### config.mk
export PLATFORM = sky130hd
export DESIGN_NAME = ifl_ram
export DESIGN_NICKNAME = d
export VERILOG_FILES = /design/src/rtl/ifl_ram.sv
export SDC_FILE = /design/constraint.sdc
export NUM_CORES = 1
export LEC_CHECK = 0
export ABC_AREA = 1
export BUFFER_PORTS_ARGS = -buffer_cell sky130_fd_sc_hd__buf_2
export CORE_ASPECT_RATIO = 0.5
export CORE_UTILIZATION = 45
export CTS_BUF_LIST = sky130_fd_sc_hd__clkbuf_2 sky130_fd_sc_hd__clkbuf_4 sky130_fd_sc_hd__clkbuf_8
export DETAILED_ROUTE_END_ITERATION = 6
export HOLD_SLACK_MARGIN = 0.02
export PLACE_DENSITY_LB_ADDON = 0.05
export SLEW_MARGIN = 20
export SYNTH_ARGS = -nofsm -noshare
export SYNTH_HDL_FRONTEND = slang
export SYNTH_SLANG_ARGS = --single-unit
### constraint.sdc
create_clock -name clock -period 1.47 [get_ports clock]
set_clock_uncertainty 0.05 [all_clocks]
set_input_delay 0.294 -clock clock [delete_from_list [all_inputs] [get_ports clock]]
set_output_delay 0.294 -clock clock [all_outputs]
set_load 0.02 [all_outputs]
### src/rtl/ifl_ram.sv
// ----------------------------------------------------------------------------
// ifl_ram
// Generic simple dual-port RAM, one write and one registered read per cycle.
// ----------------------------------------------------------------------------
module ifl_ram #(
   parameter int WIDTH = 8,
   parameter int DEPTH = 16
) (
   input  logic                     clock,
   input  logic                     wr_en,
   input  logic [$clog2(DEPTH)-1:0] wr_addr,
   input  logic [WIDTH-1:0]         wr_data,
   input  logic                     rd_en,
   input  logic [$clog2(DEPTH)-1:0] rd_addr,
   output logic [WIDTH-1:0]         rd_data
);
   logic [WIDTH-1:0] mem [DEPTH];

   always_ff @(posedge clock) begin
      if (wr_en) begin
         mem[wr_addr] <= wr_data;
      end
      if (rd_en) begin
         rd_data <= mem[rd_addr];
      end
   end
endmodule

==> Yosys cells after proc, flatten, opt, wreduce, memory -nomap -nowiden <==
Memories as Yosys holds them, arrays and structs flattened. A register that Yosys moved wholly into a read port is not among the register bits.
Index checks and enable logic that the tools add are counted.
{ "classes": {"muxes": 2} }
{ "op_table": {"columns": ["operator", "count"], "rows": [
  ["two-way mux 1 bit", 2]
]} }
{ "word_totals": {"ff_bits": 0, "output_inout_bits": 8, "n_memories": 1, "mem_bits_rw": 128, "elab_cells": 3, "input_bits": 19} }
{ "memory_table": {"columns": ["memory", "depth", "width", "rd", "rd_clocked_by_memory_dff", "wr", "line", "source"], "rows": [
  ["mem", 16, 8, 1, 1, 1, "17", "logic [WIDTH-1:0] mem [DEPTH];"]
]} }

==> Logic depth before layout (Yosys ltp) <==
Gate-level depths: netlist of the first run.
{ "logic_depth": {"depth_word": 2, "ltp_mapped": 8, "mapped_depth_nobuf": 7} }

==> Worst setup path after synthesis of the first run <==
No wires, ideal clock.
{ "synth_path": {"kind": "input -> register", "start": "input port wr_addr[2]", "end": "memory mem[10][0] (enable)", "t_required_ns": 1.050, "setup_slack_ns": 0.175, "path_stages": 2, "setup_ns": 0.370, "arrival_ns": 0.875, "cell_sequence": "nand3b_1 -> nor2_1"} }
{ "synth_rtl": {"columns": ["item", "line", "source"], "rows": [
  ["from (decl)", "11", "input logic [$clog2(DEPTH)-1:0] wr_addr,"],
  ["to (decl)", "17", null]
]} }
No word-level cell before the write port.

==> Worst setup path after layout of the first run <==
{ "layout_path": {"start": "register rd_data[3] (read register of mem)", "end": "output port rd_data[3]"} }
{ "layout_rtl": {"columns": ["item", "line", "source"], "rows": [
  ["from (decl)", "15", "output logic [WIDTH-1:0] rd_data"]
]} }
No word-level cell between the ends.

==> results of run 1 <==
[synth_stat cells]
cell type / number
buf_4: 4
buf_6: 6
inv_1: 100
nand3b_1: 2
inv_2: 2
nor2_1: 17
buf_2: 13
nand3_1: 97
buf_1: 1
edfxtp_1: 136
nand2_1: 173
[sequential cells by signal, summed over array words and instances, names as in the netlist]
signal / count
mem: 128
rd_data: 8
[layer usage]
layer	vias up	GRT usage, %	wire, um	share of wire (%)
met5	-	0	0	0
met4	0	5.05	63	0.45
met3	9	4.60	890	6.3
met2	113	33.3	6040	43
met1	1877	34.2	7100	50
li1	1883	-	-	-
[cells by family after synthesis]
logic type,count (synthesis),synth area share [%]
buf+inv,126,9.39
simple gates,289,20.8
flops,136,69.8
[power breakdown]
group          leakage [nW]  total, mW  internal (mW)  switching, mW
registers              1.24       4.39           4.36         0.0258
clock network         0.170       2.89           1.39           1.51
logic                  1.48      0.599          0.184          0.415
total                  2.89       7.88           5.93           1.95
[area by class of cell]
type                    count  share of cell area (%)
well taps                 170                    3.18
repair buffers             58                    6.46
clock buffers              19                    3.72
inverters                 102                    5.72
flip-flops and latches    136                    61.0
multi-input cells         289                    18.1
clock inverters            13                    1.83
[cell usage in the layout, fill, tap and decap left out]
| master | instances |
|---|---|
| buf_12 | 5 |
| buf_2 | 26 |
| buf_4 | 27 |
| bufinv_16 | 1 |
| clkbuf_4 | 2 |
| clkbuf_8 | 17 |
| clkinv_1 | 1 |
| clkinv_4 | 2 |
| clkinvlp_4 | 6 |
| edfxtp_1 | 136 |
| inv_1 | 100 |
| inv_2 | 2 |
| inv_6 | 3 |
| nand2_1 | 173 |
| nand3_1 | 97 |
| nand3b_1 | 2 |
| nor2_1 | 17 |
[worst max path at each step]
stage	depth (start not counted)	endpoint	slack (ns)
finish	1	rd_data[3]	0.05
global route	1	rd_data[3]	0.03
CTS	1	rd_data[3]	0.05
detailed placement	7	rd_data[3]	-0.11
global placement	7	rd_data[3]	-0.12
floorplan	2	mem[10][0]	0.18
==> results.sh, run 1 <==
export IMPL_status="completed"
export IMPL_synth_cell_types=11
export IMPL_vdd_drop_max_mv=0.564
export IMPL_hold_violations=0
export IMPL_cts_tree="yes"
export IMPL_cts_root_buf="clkbuf_8"
export IMPL_n_antenna_cell=0
export IMPL_ys_top_cells_by_area="edfxtp_1, nand2_1, nand3_1, inv_1, buf_6"
export IMPL_crit_type="flip-flop to output pin"
export IMPL_whs_endpoint="rd_data[5]"
export IMPL_ff_latch_area_um2=4080
export IMPL_core_area_um2=12700
export IMPL_path_buf_inv=1
export IMPL_worstMarginPinSlew_ns=0.423
export IMPL_syn_area_per_cell_um2=10.6
export IMPL_timing_final_crit_share_pct=96.4
export IMPL_grt_overflow=0
export IMPL_hold_ws_ns=0.187
export IMPL_maxCapViolCount=0
export IMPL_critPathLaunch="rd_data[3]"
export IMPL_avgRoutedWirePerCell_um=17.9
export IMPL_drt_initial_drc_count=427
export IMPL_cp_cell_sequence="buf_2"
export IMPL_dp_hpwl_um=9430
export IMPL_synth_warnings=0
export IMPL_multi_input_area_um2=1210
export IMPL_whs_path_depth=1
export IMPL_track_usage_pct=22.6
export IMPL_worst_ep_required_time_ns=1.13
export IMPL_setup_slack_ns=0.0534
export IMPL_grt_max_degree=34
export IMPL_path_clk_slew_ns=0.08
export IMPL_dp_cells=755
export IMPL_total_power_mw=7.88
export IMPL_hp_start="rd_en"
export IMPL_setup_viol=0
export IMPL_fill_cells=1158
export IMPL_cts_max_path_buffers=2
export IMPL_first_pass_iters=5
export IMPL_fmax_mhz=706
export IMPL_crit_path_top_delay_cell="edfxtp_1"
export IMPL_numPortBuffers=26
export IMPL_hold_buffers=0
export IMPL_postRouteAntennaNets=0
export IMPL_rr_worst_depth=6
export IMPL_fin_area_um2=6700
export IMPL_synthToLayoutAreaGrowth_pct=14.6
export IMPL_worstPathArrival_ns=1.07
export IMPL_antenna_found_initial=0
export IMPL_end_kind="output pin"
export IMPL_slew_headroom_pct=71.8
export IMPL_fin_util_pct=52.9
export IMPL_routabilityCongestion=0.822
export IMPL_pre_cts_slack_ns=-0.111
export IMPL_slew_viol_final=0
export IMPL_drc_errors=0
export IMPL_grt_pass1_vias=3601
export IMPL_placementRows=29
export IMPL_start_util_pct=46.2
export IMPL_critPathMaxStageDelay_ns=0.45
export IMPL_stdcell_count=787
export IMPL_synth_yosys_seq_area_share_pct=69.8
export IMPL_grt_pass1_wl_um=21400
export IMPL_crit_fanout=1
export IMPL_fp_dieW_um=163
export IMPL_dieArea_um2=13500
export IMPL_powerDensity_nw_per_um2=1180
export IMPL_p_leak_nw=2.89
export IMPL_cts_resized=0
export IMPL_die_h_um=82.6
export IMPL_ff2ff_setup_slack_ns=0.20
export IMPL_cp_start_kind="flip-flop"
export IMPL_syn_cell_area_um2=5850
export IMPL_routed_via_density=4.93
export IMPL_synth_nets=570
export IMPL_synth_top_area_cell="edfxtp_1"
export IMPL_netlist_instances=551
export IMPL_hold_class="primary input to flip-flop"
export IMPL_timing_rr_end="rd_data[5]"
export IMPL_htreeDepth=4
export IMPL_insertion_delay_ns=0.43
export IMPL_r2r_start="mem[7][5]"
export IMPL_postCtsSetupRepairBufs=0
export IMPL_pin_count=27
export IMPL_rsz0062_at_grt="false"
export IMPL_period_minus_slack_ns=1.42
export IMPL_routed_wl_um=14100
export IMPL_synth_top_area_share_pct=69.8
export IMPL_vias=3882
export IMPL_finalSetupTns_ns=0
export IMPL_fin_nets=623
export IMPL_cts_sinks=136
export IMPL_layout_drive_gt1_share_pct=14.7
export IMPL_ys_ff_latch=136
export IMPL_cts_buffers=17
export IMPL_critical_path_top_delay_family="flip-flops"
export IMPL_place_area_um2=6330
Note: power is estimated with default switching activity, not from simulation.
==> run 2: changes to the inputs <==
==> constraint.sdc (replaced) <==
create_clock -name clock -period 1.7 [get_ports clock]
set_clock_uncertainty 0.05 [all_clocks]
set_input_delay 0.34 -clock clock [delete_from_list [all_inputs] [get_ports clock]]
set_output_delay 0.34 -clock clock [all_outputs]
set_load 0.02 [all_outputs]
==> run 2 against run 1 <==
Net effect:
- sequential cell count is the same
- highest routed layer unchanged
- critical path depth is the same
- power shrank 6.3%
- final cell count shrank 0.38%
- wire length shrank 0.74%
- sequential share of layout area shrank 0.70 points
- design area grew 1.2%
- sequential power shrank 13%
- combinational power shrank 14%
- core utilization grew 0.61 points
- register-to-register slack gained 0.23 ns
- global-route usage shrank 0.36 points
==> results.sh, run 2 (synthesized netlist as in run 1, its figures left out) <==
export IMPL_synthToLayoutAreaGrowth_pct=15.9
export IMPL_n_antenna_cell=0
export IMPL_hold_class="primary input to flip-flop"
export IMPL_layout_drive_gt1_share_pct=14.2
export IMPL_total_power_mw=7.38
export IMPL_switching_power_mw=1.70
export IMPL_hold_violations=0
export IMPL_core_area_um2=12700
export IMPL_end_kind="output pin"
export IMPL_start_util_pct=46.2
export IMPL_fmax_mhz=668
export IMPL_cts_root_buf="clkbuf_8"
export IMPL_timing_final_crit_share_pct=88.0
export IMPL_maxCapViolCount=0
export IMPL_rsz0062_at_grt="false"
export IMPL_postCtsSetupRepairBufs=0
export IMPL_layout_common_cells="nand2_1, edfxtp_1, inv_1, nand3_1, buf_2"
export IMPL_cts_max_path_buffers=2
export IMPL_cp_start_kind="flip-flop"
export IMPL_p_leak_nw=2.93
export IMPL_pin_count=27
export IMPL_path_clk_slew_ns=0.08
export IMPL_grt_busiest_layer="met1"
export IMPL_critPathMaxStageDelay_ns=0.47
export IMPL_fp_dieW_um=163
export IMPL_slew_viol_final=0
export IMPL_track_usage_pct=22.3
export IMPL_status="completed"
export IMPL_use_met1_pct=33.4
export IMPL_finalSetupTns_ns=0
export IMPL_crit_type="flip-flop to output pin"
export IMPL_cts_sinks=136
export IMPL_path_buf_inv=1
export IMPL_vias=3836
export IMPL_fin_nets=620
export IMPL_layout_commonest_cell="nand2_1"
export IMPL_largest_register="mem"
export IMPL_grt_met3_usage_pct=4.80
export IMPL_p_sw_share_pct=23.0
export IMPL_drc_errors=0
export IMPL_period_minus_slack_ns=1.50
export IMPL_cp_cell_sequence="buf_2"
export IMPL_avgRoutedWirePerCell_um=17.8
export IMPL_crit_fanout=1
export IMPL_crit_path_top_delay_cell="edfxtp_1"
export IMPL_critical_path_top_delay_family="flip-flops"
export IMPL_htreeDepth=4
export IMPL_cts_tree="yes"
export IMPL_cts_resized=0
export IMPL_postRouteAntennaNets=0
export IMPL_routabilityCongestion=0.832
export IMPL_routed_via_density=4.89
export IMPL_pwr_share_seq_pct=51.4
export IMPL_first_pass_iters=5
export IMPL_grt_overflow=0
export IMPL_numPortBuffers=26
export IMPL_largest_reg_flops=128
export IMPL_clkPwrFrac_pct=41.6
export IMPL_grt_pass1_wl_um=20800
export IMPL_fill_cells=1139
export IMPL_hold_buffers=0
export IMPL_use_met2_pct=32.9
export IMPL_placementRows=29
export IMPL_dp_hpwl_um=9120
export IMPL_worst_ep_required_time_ns=1.31
export IMPL_antenna_found_initial=0
export IMPL_insertion_delay_ns=0.44
export IMPL_powerDensity_nw_per_um2=1090
export IMPL_dieArea_um2=13500
export IMPL_vdd_drop_max_mv=0.574
export IMPL_comb_power_share_pct=7.0
export IMPL_slew_headroom_pct=71.1
export IMPL_worstPathArrival_ns=1.11
export IMPL_worstMarginPinSlew_ns=0.433
export IMPL_reg_largest_list="mem x128, rd_data x8"
export IMPL_cts_buffers=17
export IMPL_drt_initial_drc_count=409
export IMPL_grt_max_degree=33
export IMPL_routed_wl_um=14000
export IMPL_die_h_um=82.6
export IMPL_setup_viol=0
export IMPL_grt_pass1_vias=3580
export IMPL_p_int_mw=5.68
## run 2: changes by cell type in the layout (fill, tap and decap cells not counted), moves of 2 or more
cell	previous run	this run
clkbuf_4	2	0
bufinv_16	1	5
clkinvlp_4	6	2
clkinv_4	2	4
buf_4	27	23
## run 2: power by group through the flow
stage	sequential, mW	combinational, mW	clock (mW)
after floorplan	3.89	0.265	0
after global placement	3.87	0.512	0
after detailed placement	3.87	0.518	0
after CTS	3.80	0.519	3.11
after global routing	3.80	0.567	3.27
final	3.80	0.515	3.07
## run 2: through the flow
step / utilization [%] / std cells / worst slack [ns] / cell area, um2 / hold slack, ns
after floorplan: - / 551 / 0.359 / 5850 / 0.389
after global placement: 49.9 / 752 / 0.0493 / 6320 / 0.674
after detailed placement: 49.9 / 752 / 0.0406 / 6320 / 0.680
after CTS: 53.5 / 784 / 0.183 / 6780 / 0.215
after global routing: 53.5 / 784 / 0.166 / 6780 / 0.213
final: 53.5 / 784 / 0.204 / 6780 / 0.232
## run 2: final timing paths
path	startpoint	slack [ns]	cells past startpoint	end
setup / recovery	rd_data[5]	0.20	1	rd_data[5]
hold / removal	rd_en	0.23	1	rd_data[7]
setup reg to reg	mem[9][6]	0.43	6	rd_data[6]
hold reg to reg	mem[4][6]	0.70	6	rd_data[6]
## run 2: final cells by class
cell class                 instances  area, um2  area share (%)
timing repair buffer              55        423            6.24
multi-input combinational        289       1210            17.9
inverter                         102        383            5.65
tap                              170        213            3.14
sequential                       136       4080            60.3
clock buffer                      17        234            3.45
clock inverter                    15        225            3.32
## run 2: worst reg2reg max path, cell delays in order, from the launching register on
cell	delay, ns
edfxtp_1	0.38
inv_1	0.06
nand2_1	0.04
nand3_1	0.08
nand3_1	0.20
nand3_1	0.16
nand2_1	0.06
## run 2: layer usage
layer | vias up | wire length, um
li1 | 1880 | -
met1 | 1840 | 6970
met2 | 108 | 6030
met3 | 8 | 930
met4 | 0 | 58
met5 | - | 0
==> run 3: changes to the inputs <==
--- a/config.mk
+++ b/config.mk
@@ -5,7 +5,6 @@
 export SDC_FILE = /design/constraint.sdc
 export NUM_CORES = 1
 export LEC_CHECK = 0
-export ABC_AREA = 1
 export BUFFER_PORTS_ARGS = -buffer_cell sky130_fd_sc_hd__buf_2
 export CORE_ASPECT_RATIO = 0.5
 export CORE_UTILIZATION = 45
==> run 3 against run 2 <==
Net effect:
- clock-buffer cell count up 1
- power shrank 12%
- sequential cell count stayed put
- final cell count is 42% lower
- combinational power down 23%
- critical path depth rose by 4
- first-iteration DRC count decreased by 42%
- clock power decreased by 26%
- register-to-register slack worse by 0.31 ns
==> results.sh, run 3 <==
export IMPL_pin_count=27
export IMPL_worstMarginPinSlew_ns=0.764
export IMPL_postRouteAntennaNets=0
export IMPL_maxCapViolCount=0
export IMPL_fin_nets=312
export IMPL_fin_area_um2=6070
export IMPL_yosys_area_share_xor_xnor_pct=0
export IMPL_start_util_pct=46.9
export IMPL_hold_violations=0
export IMPL_dp_cells=419
export IMPL_p_leak_nw=2.02
export IMPL_cts_max_path_buffers=2
export IMPL_synthToLayoutAreaGrowth_pct=16.1
export IMPL_layout_commonest_cell="edfxtp_1"
export IMPL_critical_path_top_delay_family="multiplexers"
export IMPL_status="completed"
export IMPL_synth_warnings=0
export IMPL_fmax_mhz=631
export IMPL_path_clk_slew_ns=0.08
export IMPL_track_usage_pct=19.6
export IMPL_synth_nets=248
export IMPL_crit_type="primary input to flip-flop"
export IMPL_worstPathArrival_ns=1.70
export IMPL_avgRoutedWirePerCell_um=23.2
export IMPL_rr_worst_depth=3
export IMPL_synth_mux_area_share_pct=14.8
export IMPL_timing_final_crit_share_pct=93.2
export IMPL_end_kind="flip-flop"
export IMPL_cts_root_buf="clkbuf_8"
export IMPL_synth_async_sr_flop_share_pct=0
export IMPL_met2_length_um=4560
export IMPL_stdcell_count=451
export IMPL_cp_start_kind="primary input"
export IMPL_met3WireLength_um=689
export IMPL_grt_max_degree=26
export IMPL_worst_ep_required_time_ns=1.82
export IMPL_synth_top_family_by_area="multiplexers"
export IMPL_synth_commonest_cells="edfxtp_1, mux4_2, a22oi_1, mux4_1, nor2_1"
export IMPL_routabilityCongestion=0.749
export IMPL_timing_rr_end="rd_data[0]"
export IMPL_cts_tree="yes"
export IMPL_htreeDepth=4
export IMPL_vias=2459
export IMPL_cp_cell_sequence="buf_2 > buf_4 > mux4_1 > a22oi_1 > nand2_1"
export IMPL_fill_cells=861
export IMPL_cts_buffers=17
export IMPL_path_buf_inv=2
export IMPL_syn_cell_area_um2=5230
export IMPL_dieArea_um2=12100
export IMPL_layout_common_cells="edfxtp_1, buf_2, buf_4, mux4_2, clkbuf_8"
export IMPL_routed_wl_um=10500
export IMPL_critPathLaunch="rd_addr[0]"
export IMPL_finalSetupTns_ns=0
export IMPL_synth_yosys_seq_area_share_pct=78.1
export IMPL_setup_viol=0
export IMPL_drt_met1_wl_um=5200
export IMPL_ys_ff_latch=136
export IMPL_placementRows=27
export IMPL_cts_sinks=136
export IMPL_crit_fanout=5
export IMPL_slew_headroom_pct=48.9
export IMPL_netlist_instances=229
export IMPL_routed_via_density=5.45
export IMPL_numPortBuffers=26
export IMPL_synth_cell_types=18
export IMPL_synth_most_common_cell="edfxtp_1"
export IMPL_hold_class="primary input to flip-flop"
export IMPL_cts_resized=0
export IMPL_first_pass_iters=5
export IMPL_ys_top_cells_by_area="edfxtp_1, mux4_2, mux4_1, a22oi_1, nor2_1"
export IMPL_insertion_delay_ns=0.42
export IMPL_dp_hpwl_um=7020
export IMPL_cp_depth=5
export IMPL_hold_ws_ns=0.255
export IMPL_grt_pass1_wl_um=16000
export IMPL_largest_register="mem"
export IMPL_slew_viol_final=0
export IMPL_ff2ff_setup_slack_ns=0.12
export IMPL_synth_edf_count=136
export IMPL_setup_slack_ns=0.116
export IMPL_r2r_start="mem[4][0]"
export IMPL_antenna_found_initial=0
export IMPL_postCtsSetupRepairBufs=0
export IMPL_synth_top_area_share_pct=78.1
export IMPL_fin_util_pct=54.4
export IMPL_timing_critical_path_to="rd_data[0]"
export IMPL_synth_flop_cell="edfxtp_1"
export IMPL_hold_buffers=0
export IMPL_drt_initial_drc_count=239
export IMPL_largest_reg_flops=128
export IMPL_total_power_mw=6.47
export IMPL_core_area_um2=11100
export IMPL_place_area_um2=5710
export IMPL_reg_largest_list="mem x128, rd_data x8"
export IMPL_drc_errors=0
export IMPL_synthAdderAreaFrac_pct=0
export IMPL_grt_overflow=0
export IMPL_layout_drive_gt1_share_pct=35.3
export IMPL_powerDensity_nw_per_um2=1070
export IMPL_period_minus_slack_ns=1.58
export IMPL_yosys_area_share_simple_pct=3.14
export IMPL_highest_layer="met4"
export IMPL_crit_path_top_delay_cell="mux4_1"
export IMPL_n_antenna_cell=0
export IMPL_pre_cts_slack_ns=-0.350
export IMPL_vdd_drop_max_mv=0.480
export IMPL_grt_pass1_vias=2536
export IMPL_synth_top_area_cell="edfxtp_1"
export IMPL_syn_area_per_cell_um2=22.8
export IMPL_synth_compound_area_share_pct=2.30
export IMPL_fp_dieW_um=154
export IMPL_rsz0062_at_grt="false"
export IMPL_die_h_um=78.2
export IMPL_critPathMaxStageDelay_ns=0.60
## run 3: cell type report
class / instances / area (um2) / area share (%)
clock buffer: 18 / 241 / 3.98
clock inverter: 14 / 104 / 1.71
timing repair buffer: 55 / 385 / 6.35
multi-input combinational: 83 / 1070 / 17.7
sequential: 136 / 4080 / 67.3
tap: 145 / 181 / 2.99
## run 3: power by group
part | switching, mW | total [mW] | internal [mW]
logic | 0.230 | 0.397 | 0.168
clock network | 1.26 | 2.28 | 1.02
registers | 0.0220 | 3.79 | 3.77
total | 1.51 | 6.47 | 4.97
## run 3: worst register-to-register path: cells and delay by family (launching register included)
| family | cells | cell delay (ns) |
|---|---|---|
| muxes | 1 | 0.53 |
| DFF | 1 | 0.36 |
| AOI/OAI and AO/OA | 1 | 0.30 |
| and+or+nand+nor | 1 | 0.09 |
## run 3: routing by layer
metal  vias to the layer above  GRT usage [%]
met3                         4           5.25
met2                        51           27.3
li1                       1106              -
met4                         0           6.83
met1                      1298           29.8
met5                         -              0
## run 3: worst min-delay path by stage
stage | startpoint | endpoint | cells past startpoint
after floorplan | wr_data[0] | mem[0][0] | 0
after global placement | wr_data[5] | mem[12][5] | 1
after detailed placement | rd_en | rd_data[5] | 1
after CTS | wr_data[3] | mem[4][3] | 1
after global routing | rd_en | rd_data[1] | 1
final | rd_en | rd_data[1] | 1
## run 3: cells by family (layout without fill, tap and decap cells)
family | Yosys count | in the layout
AOI/OAI and AO/OA | 16 | 16
buffers and inverters | 10 | 87
DFF | 136 | 136
muxes | 32 | 32
and+or+nand+nor | 35 | 35
